## src/design/qste_pkg.sv

```systemverilog
// Shared definitions for the queue/stack transfer engine.
// Holds request and status codes and the fixed beat field widths.
// No dependencies.
package qste_pkg;

   localparam int OpW     = 3;
   localparam int PieceW  = 8;
   localparam int StatusW = 3;
   localparam int CountW  = 5;

   localparam int ReqDataW = 16;
   localparam int RspDataW = 24;

   typedef logic [OpW-1:0]     op_type;
   typedef logic [StatusW-1:0] status_type;

   localparam op_type OP_ENQ  = 3'd0;
   localparam op_type OP_DEQ  = 3'd1;
   localparam op_type OP_Q2S  = 3'd2;
   localparam op_type OP_S2Q  = 3'd3;
   localparam op_type OP_SWAP = 3'd4;

   localparam status_type ST_OK      = 3'd0;
   localparam status_type ST_Q_EMPTY = 3'd1;
   localparam status_type ST_Q_FULL  = 3'd2;
   localparam status_type ST_S_EMPTY = 3'd3;
   localparam status_type ST_S_LOST  = 3'd4;
   localparam status_type ST_SWAP_NO = 3'd5;

endpackage

```

## src/design/queue_stack_transfer_engine.sv

```systemverilog
// A result beat is registered in S_EXEC after the request beat is accepted, once no earlier
// result beat is held back by rsp_tready. No new request is accepted until S_EXEC completes:
// the queue and stack memories are read on acceptance, ahead of the read-modify-write in S_EXEC.
// A request is accepted while the previous result beat still waits on rsp_tready.
// Reset clears pointers, fill counts and handshake state; memory contents are not cleared.
// Depends on qste_pkg.
module queue_stack_transfer_engine
   import qste_pkg::*;
#(
   parameter int DEPTH      = 16,
   parameter int PIECE_BITS = 8
) (
   input  logic                clock,
   input  logic                reset,
   input  logic                req_tvalid,
   output logic                req_tready,
   input  logic [ReqDataW-1:0] req_tdata,  // req_type[2:0], piece_in[10:3], zero
   output logic                rsp_tvalid,
   input  logic                rsp_tready,
   output logic [RspDataW-1:0] rsp_tdata   // piece_out[7:0], status[10:8],
                                           // queue_count[15:11], stack_count[20:16], zero
);

   localparam int AW = (DEPTH > 1) ? $clog2(DEPTH) : 1;
   localparam int FW = $clog2(DEPTH + 1);
   localparam logic [AW-1:0] LastSlot = AW'(DEPTH - 1);
   localparam logic [FW-1:0] FullCnt  = FW'(DEPTH);

   typedef enum logic {S_IDLE, S_EXEC} state_type;

   logic [PIECE_BITS-1:0] qmem [DEPTH];
   logic [PIECE_BITS-1:0] smem [DEPTH];

   state_type             state_ff;
   op_type                op_ff;
   logic [PIECE_BITS-1:0] piece_ff, piece_in;
   logic [AW-1:0]         head_ff, head_in, tail_ff, tail_in;
   logic [FW-1:0]         qfill_ff, qfill_in, sfill_ff, sfill_in;
   logic [PIECE_BITS-1:0] qrd_ff, srd_ff;
   logic                  rsp_valid_ff;
   logic [RspDataW-1:0]   rsp_data_ff, rsp_data_in;

   logic                  accept, fire;
   logic [AW-1:0]         s_rd_addr, top_addr, q_wr_addr, s_wr_addr;
   logic                  q_we, s_we;
   logic [PIECE_BITS-1:0] q_wd, s_wd;
   logic [PieceW-1:0]     pout;
   status_type            status;
   logic [CountW-1:0]     qcnt, scnt;

   assign accept     = req_tvalid && req_tready;
   assign req_tready = (state_ff == S_IDLE);
   assign fire       = (state_ff == S_EXEC) && (!rsp_valid_ff || rsp_tready);
   assign rsp_tvalid = rsp_valid_ff;
   assign rsp_tdata  = rsp_data_ff;

   assign top_addr  = AW'(sfill_ff - FW'(1));
   assign s_rd_addr = (sfill_ff == '0) ? '0 : top_addr;

   always_comb begin
      piece_in = '0;
      for (int i = 0; i < PIECE_BITS; i++) begin
         if (i < PieceW) begin
            piece_in[i] = req_tdata[OpW + i];
         end
      end
   end

   always_ff @(posedge clock) begin
      qrd_ff <= qmem[head_ff];
      srd_ff <= smem[s_rd_addr];
      if (q_we) begin
         qmem[q_wr_addr] <= q_wd;
      end
      if (s_we) begin
         smem[s_wr_addr] <= s_wd;
      end
   end

   always_comb begin
      logic [AW-1:0] tail_nx;
      logic [AW-1:0] head_nx;
      tail_nx   = (tail_ff == LastSlot) ? '0 : tail_ff + AW'(1);
      head_nx   = (head_ff == LastSlot) ? '0 : head_ff + AW'(1);
      head_in   = head_ff;
      tail_in   = tail_ff;
      qfill_in  = qfill_ff;
      sfill_in  = sfill_ff;
      q_we      = 1'b0;
      s_we      = 1'b0;
      q_wr_addr = tail_nx;
      s_wr_addr = AW'(sfill_ff);
      q_wd      = piece_ff;
      s_wd      = qrd_ff;
      pout      = '0;
      status    = ST_OK;
      case (op_ff)
         OP_ENQ: begin
            if (qfill_ff == FullCnt) begin
               status = ST_Q_FULL;
            end else begin
               q_we     = 1'b1;
               tail_in  = tail_nx;
               qfill_in = qfill_ff + FW'(1);
            end
         end
         OP_DEQ: begin
            if (qfill_ff == '0) begin
               status = ST_Q_EMPTY;
            end else begin
               for (int i = 0; i < PieceW; i++) begin
                  if (i < PIECE_BITS) begin
                     pout[i] = qrd_ff[i];
                  end
               end
               head_in  = head_nx;
               qfill_in = qfill_ff - FW'(1);
            end
         end
         OP_Q2S: begin
            if (qfill_ff == '0) begin
               status = ST_Q_EMPTY;
            end else begin
               head_in  = head_nx;
               qfill_in = qfill_ff - FW'(1);
               if (sfill_ff == FullCnt) begin
                  status = ST_S_LOST;
               end else begin
                  s_we     = 1'b1;
                  sfill_in = sfill_ff + FW'(1);
               end
            end
         end
         OP_S2Q: begin
            if (sfill_ff == '0) begin
               status = ST_S_EMPTY;
            end else begin
               sfill_in = sfill_ff - FW'(1);
               q_wd     = srd_ff;
               if (qfill_ff == FullCnt) begin
                  status = ST_Q_FULL;
               end else begin
                  q_we     = 1'b1;
                  tail_in  = tail_nx;
                  qfill_in = qfill_ff + FW'(1);
               end
            end
         end
         OP_SWAP: begin
            if (qfill_ff == '0 || sfill_ff == '0) begin
               status = ST_SWAP_NO;
            end else begin
               q_we      = 1'b1;
               s_we      = 1'b1;
               q_wr_addr = head_ff;
               q_wd      = srd_ff;
               s_wr_addr = top_addr;
            end
         end
         default: begin
         end
      endcase
      q_we = q_we && fire;
      s_we = s_we && fire;
   end

   always_comb begin
      qcnt = '0;
      scnt = '0;
      for (int i = 0; i < CountW; i++) begin
         if (i < FW) begin
            qcnt[i] = qfill_in[i];
            scnt[i] = sfill_in[i];
         end
      end
      rsp_data_in = {{(RspDataW - PieceW - StatusW - 2 * CountW){1'b0}},
                     scnt, qcnt, status, pout};
   end

   always_ff @(posedge clock) begin
      if (reset) begin
         state_ff     <= S_IDLE;
         head_ff      <= '0;
         tail_ff      <= LastSlot;
         qfill_ff     <= '0;
         sfill_ff     <= '0;
         rsp_valid_ff <= 1'b0;
      end else begin
         if (rsp_valid_ff && rsp_tready && !fire) begin
            rsp_valid_ff <= 1'b0;
         end
         unique case (state_ff)
            S_IDLE: begin
               if (accept) begin
                  state_ff <= S_EXEC;
               end
            end
            S_EXEC: begin
               if (fire) begin
                  state_ff     <= S_IDLE;
                  head_ff      <= head_in;
                  tail_ff      <= tail_in;
                  qfill_ff     <= qfill_in;
                  sfill_ff     <= sfill_in;
                  rsp_valid_ff <= 1'b1;
               end
            end
            default: begin
               state_ff <= S_IDLE;
            end
         endcase
      end
   end

   always_ff @(posedge clock) begin
      if (accept) begin
         op_ff    <= req_tdata[OpW-1:0];
         piece_ff <= piece_in;
      end
      if (fire) begin
         rsp_data_ff <= rsp_data_in;
      end
   end

endmodule
```

## config.mk

```make
export PLATFORM = sky130hd
export DESIGN_NAME = queue_stack_transfer_engine
export DESIGN_NICKNAME = d
export VERILOG_FILES = /design/src/design/qste_pkg.sv /design/src/design/queue_stack_transfer_engine.sv
export SDC_FILE = /design/constraint.sdc
export NUM_CORES = 1
export LEC_CHECK = 0
export BUFFER_PORTS_ARGS = -buffer_cell sky130_fd_sc_hd__buf_2
export CORE_MARGIN = 4
export CORE_UTILIZATION = 55
export CTS_CLUSTER_DIAMETER = 120
export DETAILED_ROUTE_END_ITERATION = 12
export GPL_TIMING_DRIVEN = 1
export PLACE_DENSITY = 0.75
export SLEW_MARGIN = 20
export SYNTH_ARGS = -nofsm -noshare
export SYNTH_HDL_FRONTEND = slang
export SYNTH_SLANG_ARGS = --single-unit
```

## constraint.sdc

```tcl
create_clock -name clock -period 3 [get_ports clock]
set_input_delay 0.15 -clock clock [delete_from_list [all_inputs] [get_ports clock]]
set_output_delay 0.15 -clock clock [all_outputs]
set_load 0.02 [all_outputs]
```

==> impl_metrics.json, run 1 <==
{
  "netlist_area_sq_um": 13500,
  "first_pass_iters": 7,
  "grt_pass1_wl_mm": 46.7,
  "start_util": 0.557,
  "drc": 0,
  "drtAntennaViolNets": 0,
  "synth_cell_types": 73,
  "synth_fa_ha_area_frac": 0.00649,
  "io_pins": 46,
  "postSynthCellCount": 897,
  "drive_gt1_frac": 0.223,
  "muxShareOfSynthArea": 0.0772,
  "place_congestion": 0.853,
  "leakage_nw": 5.16,
  "synth-edff-count": 288,
  "num_rows": 57,
  "maxCapViolCount": 0,
  "outcome": "finished clean",
  "setup_violations": 0,
  "grt-ovfl-total": 0,
  "routed_wl_mm": 30.4,
  "setup_tns_ns": 0,
  "rsz0062_at_grt": "false",
  "synth_seq_area_share": 0.694,
  "cp-end-kind": "register",
  "synth_compound_area_frac": 0.0914,
  "period_needed_ns": 2.80,
  "cts_tree": "done",
  "routedWlPerCell_um": 22.7,
  "powerDensity_nw_per_um2": 621,
  "clkTransAtPathRegs_ns": 0.06,
  "synth_area_per_cell_sq_um": 15.1,
  "cts.sinks": 324,
  "worst_pin_slew_ns": 0.866,
  "htree_levels": 1,
  "portBuffers": 37,
  "timing.fmax_mhz": 357,
  "min_path_type": "input port to register",
  "hold_viol": 0,
  "dieArea_sq_um": 27100,
  "cts_buffer_depth": 3,
  "cts_setup_buffers": 0,
  "drv_slew": 0,
  "power_mw": 9.69,
  "synth_seq_cells": 324,
  "clock_latency_ns": 0.55,
  "root_buffer": "clkbuf_16",
  "slew_headroom": 0.422,
  "crit_required_ns": 3.25,
  "dr_total_vias": 8209,
  "yosys_warnings": 0,
  "crit_fanout": 29,
  "grt_pass1_vias": 8103,
  "global_route.usage.total": 0.227,
  "skew_ns": 0.0132,
  "drtIter0Drc": 873,
  "crit_type": "register to register",
  "die_w_um": 165,
  "antenna_found_initial": 1,
  "core_sq_um": 24200,
  "fin_crit_sh": 0.934,
  "dp_slack_ns": 0.112,
  "worstPathArrival_ns": 3.05,
  "n_antenna_cell": 0,
  "ir_drop_v": 0.000523,
  "vias_per_cell": 6.12,
  "synth-xor-area-share": 0.00843,
  "layout_setup_ws_ns": 0.198,
  "synth_ff_type": "edfxtp_1",
  "synth_top_family_by_area": "simple AND/OR/NAND/NOR gates",
  "grt_max_degree": 44,
  "yosys.area_share.simple": 0.0959,
  "cp-start-kind": "register",
  "syn2layout_area_growth_pct": 15.6,
  "nets": 1021,
  "synthArstFlopShare": 0,
  "die_h_um": 165,
  "cts_buffers": 31,
  "whs_ns": 0.0483,
  "hpwl_mm": 19.4
}
power breakdown:
group,switching [mW],leakage (nW),internal [mW]
Sequential,0.0509,2.91,4.99
Clock,1.62,0.478,2.16
Combinational,0.567,1.78,0.312
timing repair:
action / 4_1_cts / 5_1_grt
hold buffers: 13 / 0
resized for setup: 0 / 7
setup endpoints to repair: 0 / 203
endpoints found under the hold margin: 17 / 0
placed cells by master, fill, tap and decap left out, drive strengths merged, types with 6 or more instances in the layout:
cell         Yosys  final
inv             17     19
and2             9      9
clkbuf          30     36
dfxtp           36     36
xnor2            7      7
nor2            54     54
a211oi          17     17
a221oi          22     22
o21ai           37     37
nand3           17     17
o31ai            7      7
edfxtp         288    288
ha               7      7
a311oi          15     15
buf             32    111
dlygate4sd3      0     13
clkinv           0     14
o32a             7      7
nand2           76     76
mux4            40     40
nor2b           18     18
a31oi            7      7
nor3b           15     15
a21oi           29     29
xor2             6      6
nand2b           9      9
mux2i           13     13
nor3            14     14
state kept, by name, summed over array words and instances (netlist names):
register and count:
state_ff 1, piece_ff 8, sfill_ff 5, rsp_tvalid 1, tail_ff 4, srd_ff 8
smem 128, rsp_tdata 21, qrd_ff 8, qmem 128, qfill_ff 5, op_ff 3
head_ff 4
cells by family after synthesis:
logic type,after synthesis
flops,324
mux,54
fa+ha+maj,7
compound gates,175
other cells,1
xor+xnor,13
buf+inv,79
simple gates,244
critical path: stages, from the launching register on:
cell and delay (ns):
dfxtp_1 0.31, inv_1 0.18, ha_1 0.23, nor4b_4 0.24, buf_4 0.39, nor3_4 0.13
mux2i_4 0.24, or3b_4 0.46, nor2_1 0.12, buf_4 0.20
metrics by stage:
| stage | std cells | util | instance area, sq um |
|---|---|---|---|
| floorplan | 899 | - | 13500 |
| global placement | 1272 | 0.595 | 14400 |
| detailed placement | 1272 | 0.595 | 14400 |
| CTS | 1342 | 0.641 | 15600 |
| global route | 1342 | 0.644 | 15600 |
| finish | 1342 | 0.644 | 15600 |
layout make-up:
type                            count  area (sq um)
Clock buffer                       36           795
Clock inverter                     21           191
Fill cell                        1726          8640
Inverter                           17          63.8
Multi-Input combinational cell    496          3850
Sequential cell                   324          9370
Tap cell                          324           405
Timing Repair Buffer              124           933
routing by layer:
layer  GRT usage  routed length (um)  vias up
met3      0.0417                2190       66
met1       0.308               12200     4096
met2       0.381               15200      334
li1            -                   -     3711
met5           0                  13        -
met4      0.0647                 829        2
cells in the mapped netlist (all sizes together), types with 9 or more instances:
| cell | count | share of area |
|---|---|---|
| nor3 | 14 | 0.0068 |
| o21ai | 37 | 0.014 |
| inv | 17 | 0.0047 |
| nor2 | 54 | 0.015 |
| nor3b | 15 | 0.0087 |
| a211oi | 17 | 0.0095 |
| nand2 | 76 | 0.021 |
| buf | 32 | 0.014 |
| clkbuf | 30 | 0.0083 |
| nand2b | 9 | 0.0042 |
| a221oi | 22 | 0.014 |
| a21oi | 29 | 0.011 |
| dfxtp | 36 | 0.053 |
| and2 | 9 | 0.0042 |
| nand3 | 17 | 0.0072 |
| mux4 | 40 | 0.067 |
| nor2b | 18 | 0.0083 |
| edfxtp | 288 | 0.64 |
| mux2i | 13 | 0.0096 |
| a311oi | 15 | 0.0097 |
path summary, 6_finish.rpt:
kind / slack, ns / startpoint / cells after the start / to
hold / removal: 0.05 / rsp_tready / 3 / rsp_tvalid
setup reg to reg: 0.20 / sfill_ff[0] / 9 / qmem[15][5]
hold reg to reg: 0.54 / tail_ff[3] / 1 / tail_ff[3]
setup / recovery: 0.20 / sfill_ff[0] / 9 / qmem[15][5]
Note: power is estimated with default switching activity, not from simulation.
==> run 2, diff against run 1 <==
--- a/config.mk
+++ b/config.mk
@@ -11,8 +11,8 @@
 export CTS_CLUSTER_DIAMETER = 120
 export DETAILED_ROUTE_END_ITERATION = 12
 export GPL_TIMING_DRIVEN = 1
+export MAX_ROUTING_LAYER = met4
 export PLACE_DENSITY = 0.75
-export SLEW_MARGIN = 20
 export SYNTH_ARGS = -nofsm -noshare
 export SYNTH_HDL_FRONTEND = slang
 export SYNTH_SLANG_ARGS = --single-unit
==> constraint.sdc (replaced) <==
create_clock -name clock -period 3 [get_ports clock]
set_input_delay 0.3 -clock clock [delete_from_list [all_inputs] [get_ports clock]]
set_output_delay 0.3 -clock clock [all_outputs]
set_load 0.02 [all_outputs]
==> run 2 against run 1 <==
  * Flip-flop and latch count did not move
  * Maximum frequency fell by 0.38%
  * First-iteration DRC count fell by 7.1%
  * Cell area rose by 0.28%
  * Combinational power fell by 2.5%
  * Power rose by 3.6%
  * Clock skew rose by 0.0075 ns
  * Worst setup slack got worse by 0.011 ns
  * Global-route usage rose by 0.42 points
  * Clock-buffer cell count rose by 8
  * Via count fell by 1.5%
  * Critical endpoint is now qmem[7][0]
  * Largest power group unchanged
  * Highest routed layer is now met4
==> impl_metrics.json, run 2 (same netlist as run 1, synthesis figures left out) <==
{
  "cts.sinks": 324,
  "rsz0062_at_grt": "false",
  "place_congestion": 0.903,
  "clkTransAtPathRegs_ns": 0.06,
  "cts_buffers": 34,
  "crit_type": "register to register",
  "placed_cell_area_sq_um": 14400,
  "drv_slew": 0,
  "grt_max_degree": 38,
  "crit_fanout": 29,
  "outcome": "finished clean",
  "maxCapViolCount": 0,
  "nets": 1018,
  "min_path_type": "input port to register",
  "worstPathArrival_ns": 3.03,
  "io_pins": 46,
  "core_sq_um": 24200,
  "clock_latency_ns": 0.52,
  "powerDensity_nw_per_um2": 642,
  "cp-end-kind": "register",
  "cts_tree": "done",
  "hpwl_mm": 18.8,
  "root_buffer": "clkbuf_16",
  "first_pass_iters": 5,
  "antenna_found_initial": 0,
  "syn2layout_area_growth_pct": 15.9,
  "power_mw": 10.0,
  "drtIter0Drc": 811,
  "drive_gt1_frac": 0.219,
  "portBuffers": 37,
  "leakage_nw": 5.21,
  "postLayoutCoreUtil": 0.645,
  "start_util": 0.557,
  "grt_pass1_vias": 8040,
  "timing.fmax_mhz": 356,
  "num_rows": 57,
  "layout_common_cells": "288 x edfxtp_1, 76 x nand2_1, 64 x buf_4, 50 x nor2_1, 40 x mux4_2",
  "global_route.usage.total": 0.231,
  "r2r_setup_slack_ns": 0.19,
  "n_antenna_cell": 0,
  "dp.cells": 1268,
  "dr_total_vias": 8089,
  "slew_headroom": 0.436,
  "ir_drop_v": 0.000568,
  "die_w_um": 165,
  "fin_crit_sh": 0.938,
  "vias_per_cell": 6.04,
  "dieArea_sq_um": 27100,
  "grt_pass1_wl_mm": 46.2,
  "grt-ovfl-total": 0,
  "fin_cells": 1339,
  "period_needed_ns": 2.81,
  "drtAntennaViolNets": 0,
  "htree_levels": 2,
  "final_cell_area_sq_um": 15600,
  "cp-start-kind": "register",
  "die_h_um": 165,
  "worst_pin_slew_ns": 0.846,
  "skew_ns": 0.0207,
  "layout_commonest_cell": "edfxtp_1",
  "hold_viol": 0,
  "cts_buffer_depth": 3,
  "routedWlPerCell_um": 22.2,
  "routed_wl_mm": 29.7,
  "setup_violations": 0,
  "cts_setup_buffers": 0,
  "crit_required_ns": 3.22,
  "drc": 0
}
[run 2: cell count changes in the layout (fill, tap and decap cells not counted), sizes merged]
cell,previous run,this run
buf,111,107
bufinv,3,4
clkbuf,36,44
clkinv,14,10
clkinvlp,2,0
dlygate4sd3,13,11
[run 2: final cells by class]
class                      instances  area (sq um)
sequential                       324          9370
fill                            1703          8600
multi-input combinational        496          3810
timing repair buffer             118           896
inverter                          17          63.8
clock inverter                    16           198
tap                              324           405
clock buffer                      44           908
[run 2: power breakdown]
part	switching (mW)	internal, mW	leakage, nW
clock network	1.66	2.49	0.541
logic	0.556	0.300	1.76
registers	0.0463	4.99	2.91
total	2.26	7.78	5.21
[run 2: final timing paths]
path / start / endpoint / cells after the start
hold / removal: req_tvalid / state_ff / 3
setup reg to reg: sfill_ff[0] / qmem[7][0] / 9
hold reg to reg: tail_ff[3] / tail_ff[3] / 1
setup / recovery: sfill_ff[0] / qmem[7][0] / 9
[run 2: what timing repair did]
item,4_1_cts,5_1_grt
hold buffers,11,0
endpoints found under the setup margin,0,32
resized for setup,0,2
endpoints found under the hold margin,11,0
[run 2: through the flow]
stage	setup slack, ns	setup TNS, ns	hold slack, ns
floorplan	-0.0308	-3.13	0.399
global placement	0.253	0	0.480
detailed placement	0.179	0	0.478
CTS	0.0344	0	0.0765
global route	0.00465	0	0.143
finish	0.187	0	0.130
[run 2: routing by layer]
layer	vias to the layer above	track usage	wire [um]
met4	0	0.0612	705
met3	58	0.0492	2220
met2	315	0.367	14700
met5	-	-	0
met1	4009	0.309	12100
li1	3707	-	-
[run 2: critical path, stage by stage (launching register included)]
cell	delay, ns
dfxtp_1	0.33
inv_1	0.10
ha_1	0.23
nor4b_4	0.14
buf_4	0.27
nor3_4	0.38
mux2i_1	0.22
or3b_4	0.50
nor2_2	0.20
buf_12	0.15
==> run 3, diff against run 2 <==
--- a/config.mk
+++ b/config.mk
@@ -12,7 +12,7 @@
 export DETAILED_ROUTE_END_ITERATION = 12
 export GPL_TIMING_DRIVEN = 1
 export MAX_ROUTING_LAYER = met4
-export PLACE_DENSITY = 0.75
+export PLACE_DENSITY = 0.72
 export SYNTH_ARGS = -nofsm -noshare
 export SYNTH_HDL_FRONTEND = slang
 export SYNTH_SLANG_ARGS = --single-unit
==> constraint.sdc (replaced) <==
create_clock -name clock -period 2.6 [get_ports clock]
set_input_delay 0.26 -clock clock [delete_from_list [all_inputs] [get_ports clock]]
set_output_delay 0.26 -clock clock [all_outputs]
set_load 0.02 [all_outputs]
==> run 3 against run 2 <==
  * First-iteration DRC count down 8.9%
  * Largest power group unchanged
  * Register-to-register slack worse by 0.12 ns
  * Highest routed layer unchanged
  * Power up 18%
  * Sequential power up 15%
  * Die area unchanged
  * Sequential share of layout area down 1.7 points
  * Via count up 1.7%
  * Clock power up 19%
==> impl_metrics.json, run 3 (same netlist as run 1, synthesis figures left out) <==
{
  "worst_r2r_path_depth": 10,
  "drc": 0,
  "syn2layout_area_growth_pct": 19.2,
  "placed_cell_area_sq_um": 14700,
  "cts_tree": "done",
  "routed_wl_mm": 30.9,
  "cts_buffer_depth": 3,
  "first_pass_iters": 5,
  "setup_violations": 0,
  "clock_latency_ns": 0.52,
  "crit_required_ns": 3.03,
  "dr_total_vias": 8227,
  "final_cell_area_sq_um": 16100,
  "worstPathArrival_ns": 2.96,
  "period_needed_ns": 2.53,
  "start_util": 0.557,
  "vias_per_cell": 6.04,
  "dieArea_sq_um": 27100,
  "powerDensity_nw_per_um2": 737,
  "io_pins": 46,
  "core_sq_um": 24200,
  "drtIter0Drc": 739,
  "htree_levels": 2,
  "power_mw": 11.9,
  "hold_path_depth": 3,
  "layout_common_cells": "288 x edfxtp_1, 89 x buf_4, 75 x nand2_1, 40 x mux4_2, 37 x buf_2",
  "worstReg2RegStart": "sfill_ff[0]",
  "slew_headroom": 0.448,
  "portBuffers": 37,
  "die_w_um": 165,
  "grt_pass1_vias": 8029,
  "drtAntennaViolNets": 0,
  "nets": 1040,
  "outcome": "finished clean",
  "grt_pass1_wl_mm": 47.3,
  "leakage_nw": 5.32,
  "place_congestion": 0.873,
  "min_from": "req_tvalid",
  "rsz0062_at_grt": "true",
  "r2r_setup_slack_ns": 0.07,
  "crit_fanout": 27,
  "drive_gt1_frac": 0.277,
  "maxCapViolCount": 0,
  "timing.fmax_mhz": 395,
  "fin_crit_sh": 0.975,
  "ir_drop_v": 0.000739,
  "root_buffer": "clkbuf_16",
  "grt-ovfl-total": 0,
  "antenna_found_initial": 1,
  "cts_buffers": 34,
  "hold_end": "state_ff",
  "num_rows": 57,
  "dp.cells": 1288,
  "setup_tns_ns": 0,
  "cts.sinks": 324,
  "fin_cells": 1363,
  "routedWlPerCell_um": 22.7,
  "die_h_um": 165,
  "grt_max_degree": 38,
  "min_path_type": "input port to register",
  "hold_viol": 0,
  "cp-end-kind": "register",
  "r2r-end": "srd_ff[5]",
  "skew_ns": 0.0268,
  "cp-start-kind": "register",
  "layout_commonest_cell": "edfxtp_1",
  "crit_type": "register to register",
  "clkTransAtPathRegs_ns": 0.06,
  "global_route.usage.total": 0.239,
  "drv_slew": 0,
  "worst_pin_slew_ns": 0.826,
  "hpwl_mm": 20.4
}
run 3: changes by cell type in the layout (fill, tap and decap cells not counted), moves of 4 or more:
cell,delta
nand3_1,-4
nor2_2,+6
nor2_4,+20
nor2_1,-26
nand3_2,+4
buf_4,+25
run 3: what timing repair did:
item,4_1_cts,5_1_grt
setup endpoints to repair,49,270
pin swaps,0,7
setup buffers,0,2
hold endpoints to repair,11,0
hold buffers,11,0
gates resized for setup,2,12
run 3: cell type report:
| class | count | area [sq um] |
|---|---|---|
| fillers | 1691 | 8150 |
| well taps | 324 | 405 |
| repair buffers | 140 | 1020 |
| flip-flops and latches | 324 | 9370 |
| diodes | 1 | 2.50 |
| inverters | 17 | 63.8 |
| clock inverters | 15 | 205 |
| clock buffers | 46 | 957 |
| multi-input cells | 496 | 4070 |
run 3: how the worst max path moves through the flow:
stage | start | cells past startpoint | to | slack [ns]
after floorplan | sfill_ff[0] | 8 | smem[10][0] | -0.04
after global placement | qfill_ff[1] | 9 | smem[2][5] | -0.04
after detailed placement | qfill_ff[1] | 9 | smem[2][7] | -0.06
after CTS | sfill_ff[0] | 9 | srd_ff[3] | 0.03
after global routing | qfill_ff[1] | 7 | smem[9][6] | -0.04
final | sfill_ff[0] | 10 | srd_ff[5] | 0.07
run 3: worst max-delay path, cell delays in order (launching register included):
cell and delay [ns]:
dfxtp_1 0.31, inv_1 0.07, ha_1 0.17, nor4b_4 0.33, inv_2 0.18, buf_4 0.20
nand2b_4 0.17, buf_12 0.20, a221oi_1 0.10, o31ai_1 0.46, o32a_1 0.26
run 3: routing by layer:
layer  track usage  vias to the layer above  part of all wire  routed length (um)
li1              -                     3753                 -                   -
met2         0.381                      277              0.50               15600
met3        0.0412                       63             0.058                1810
met5             -                        -                 0                   0
met1         0.316                     4134              0.41               12600
met4        0.0828                        0             0.029                 882
run 3: through the flow:
stage                     hold WS (ns)  setup slack, ns  utilization
final                           0.0217           0.0652        0.664
after global placement           0.436          -0.0419        0.608
after detailed placement         0.438          -0.0554        0.608
after CTS                      0.00938           0.0282        0.660
after global routing            0.0229          -0.0359        0.664
after floorplan                  0.359          -0.0383            -
run 3: report_power, final:
group / leakage (nW) / internal, mW / switching, mW
Sequential: 2.91 / 5.75 / 0.0480
Combinational: 1.85 / 0.414 / 0.701
Clock: 0.564 / 3.00 / 1.94
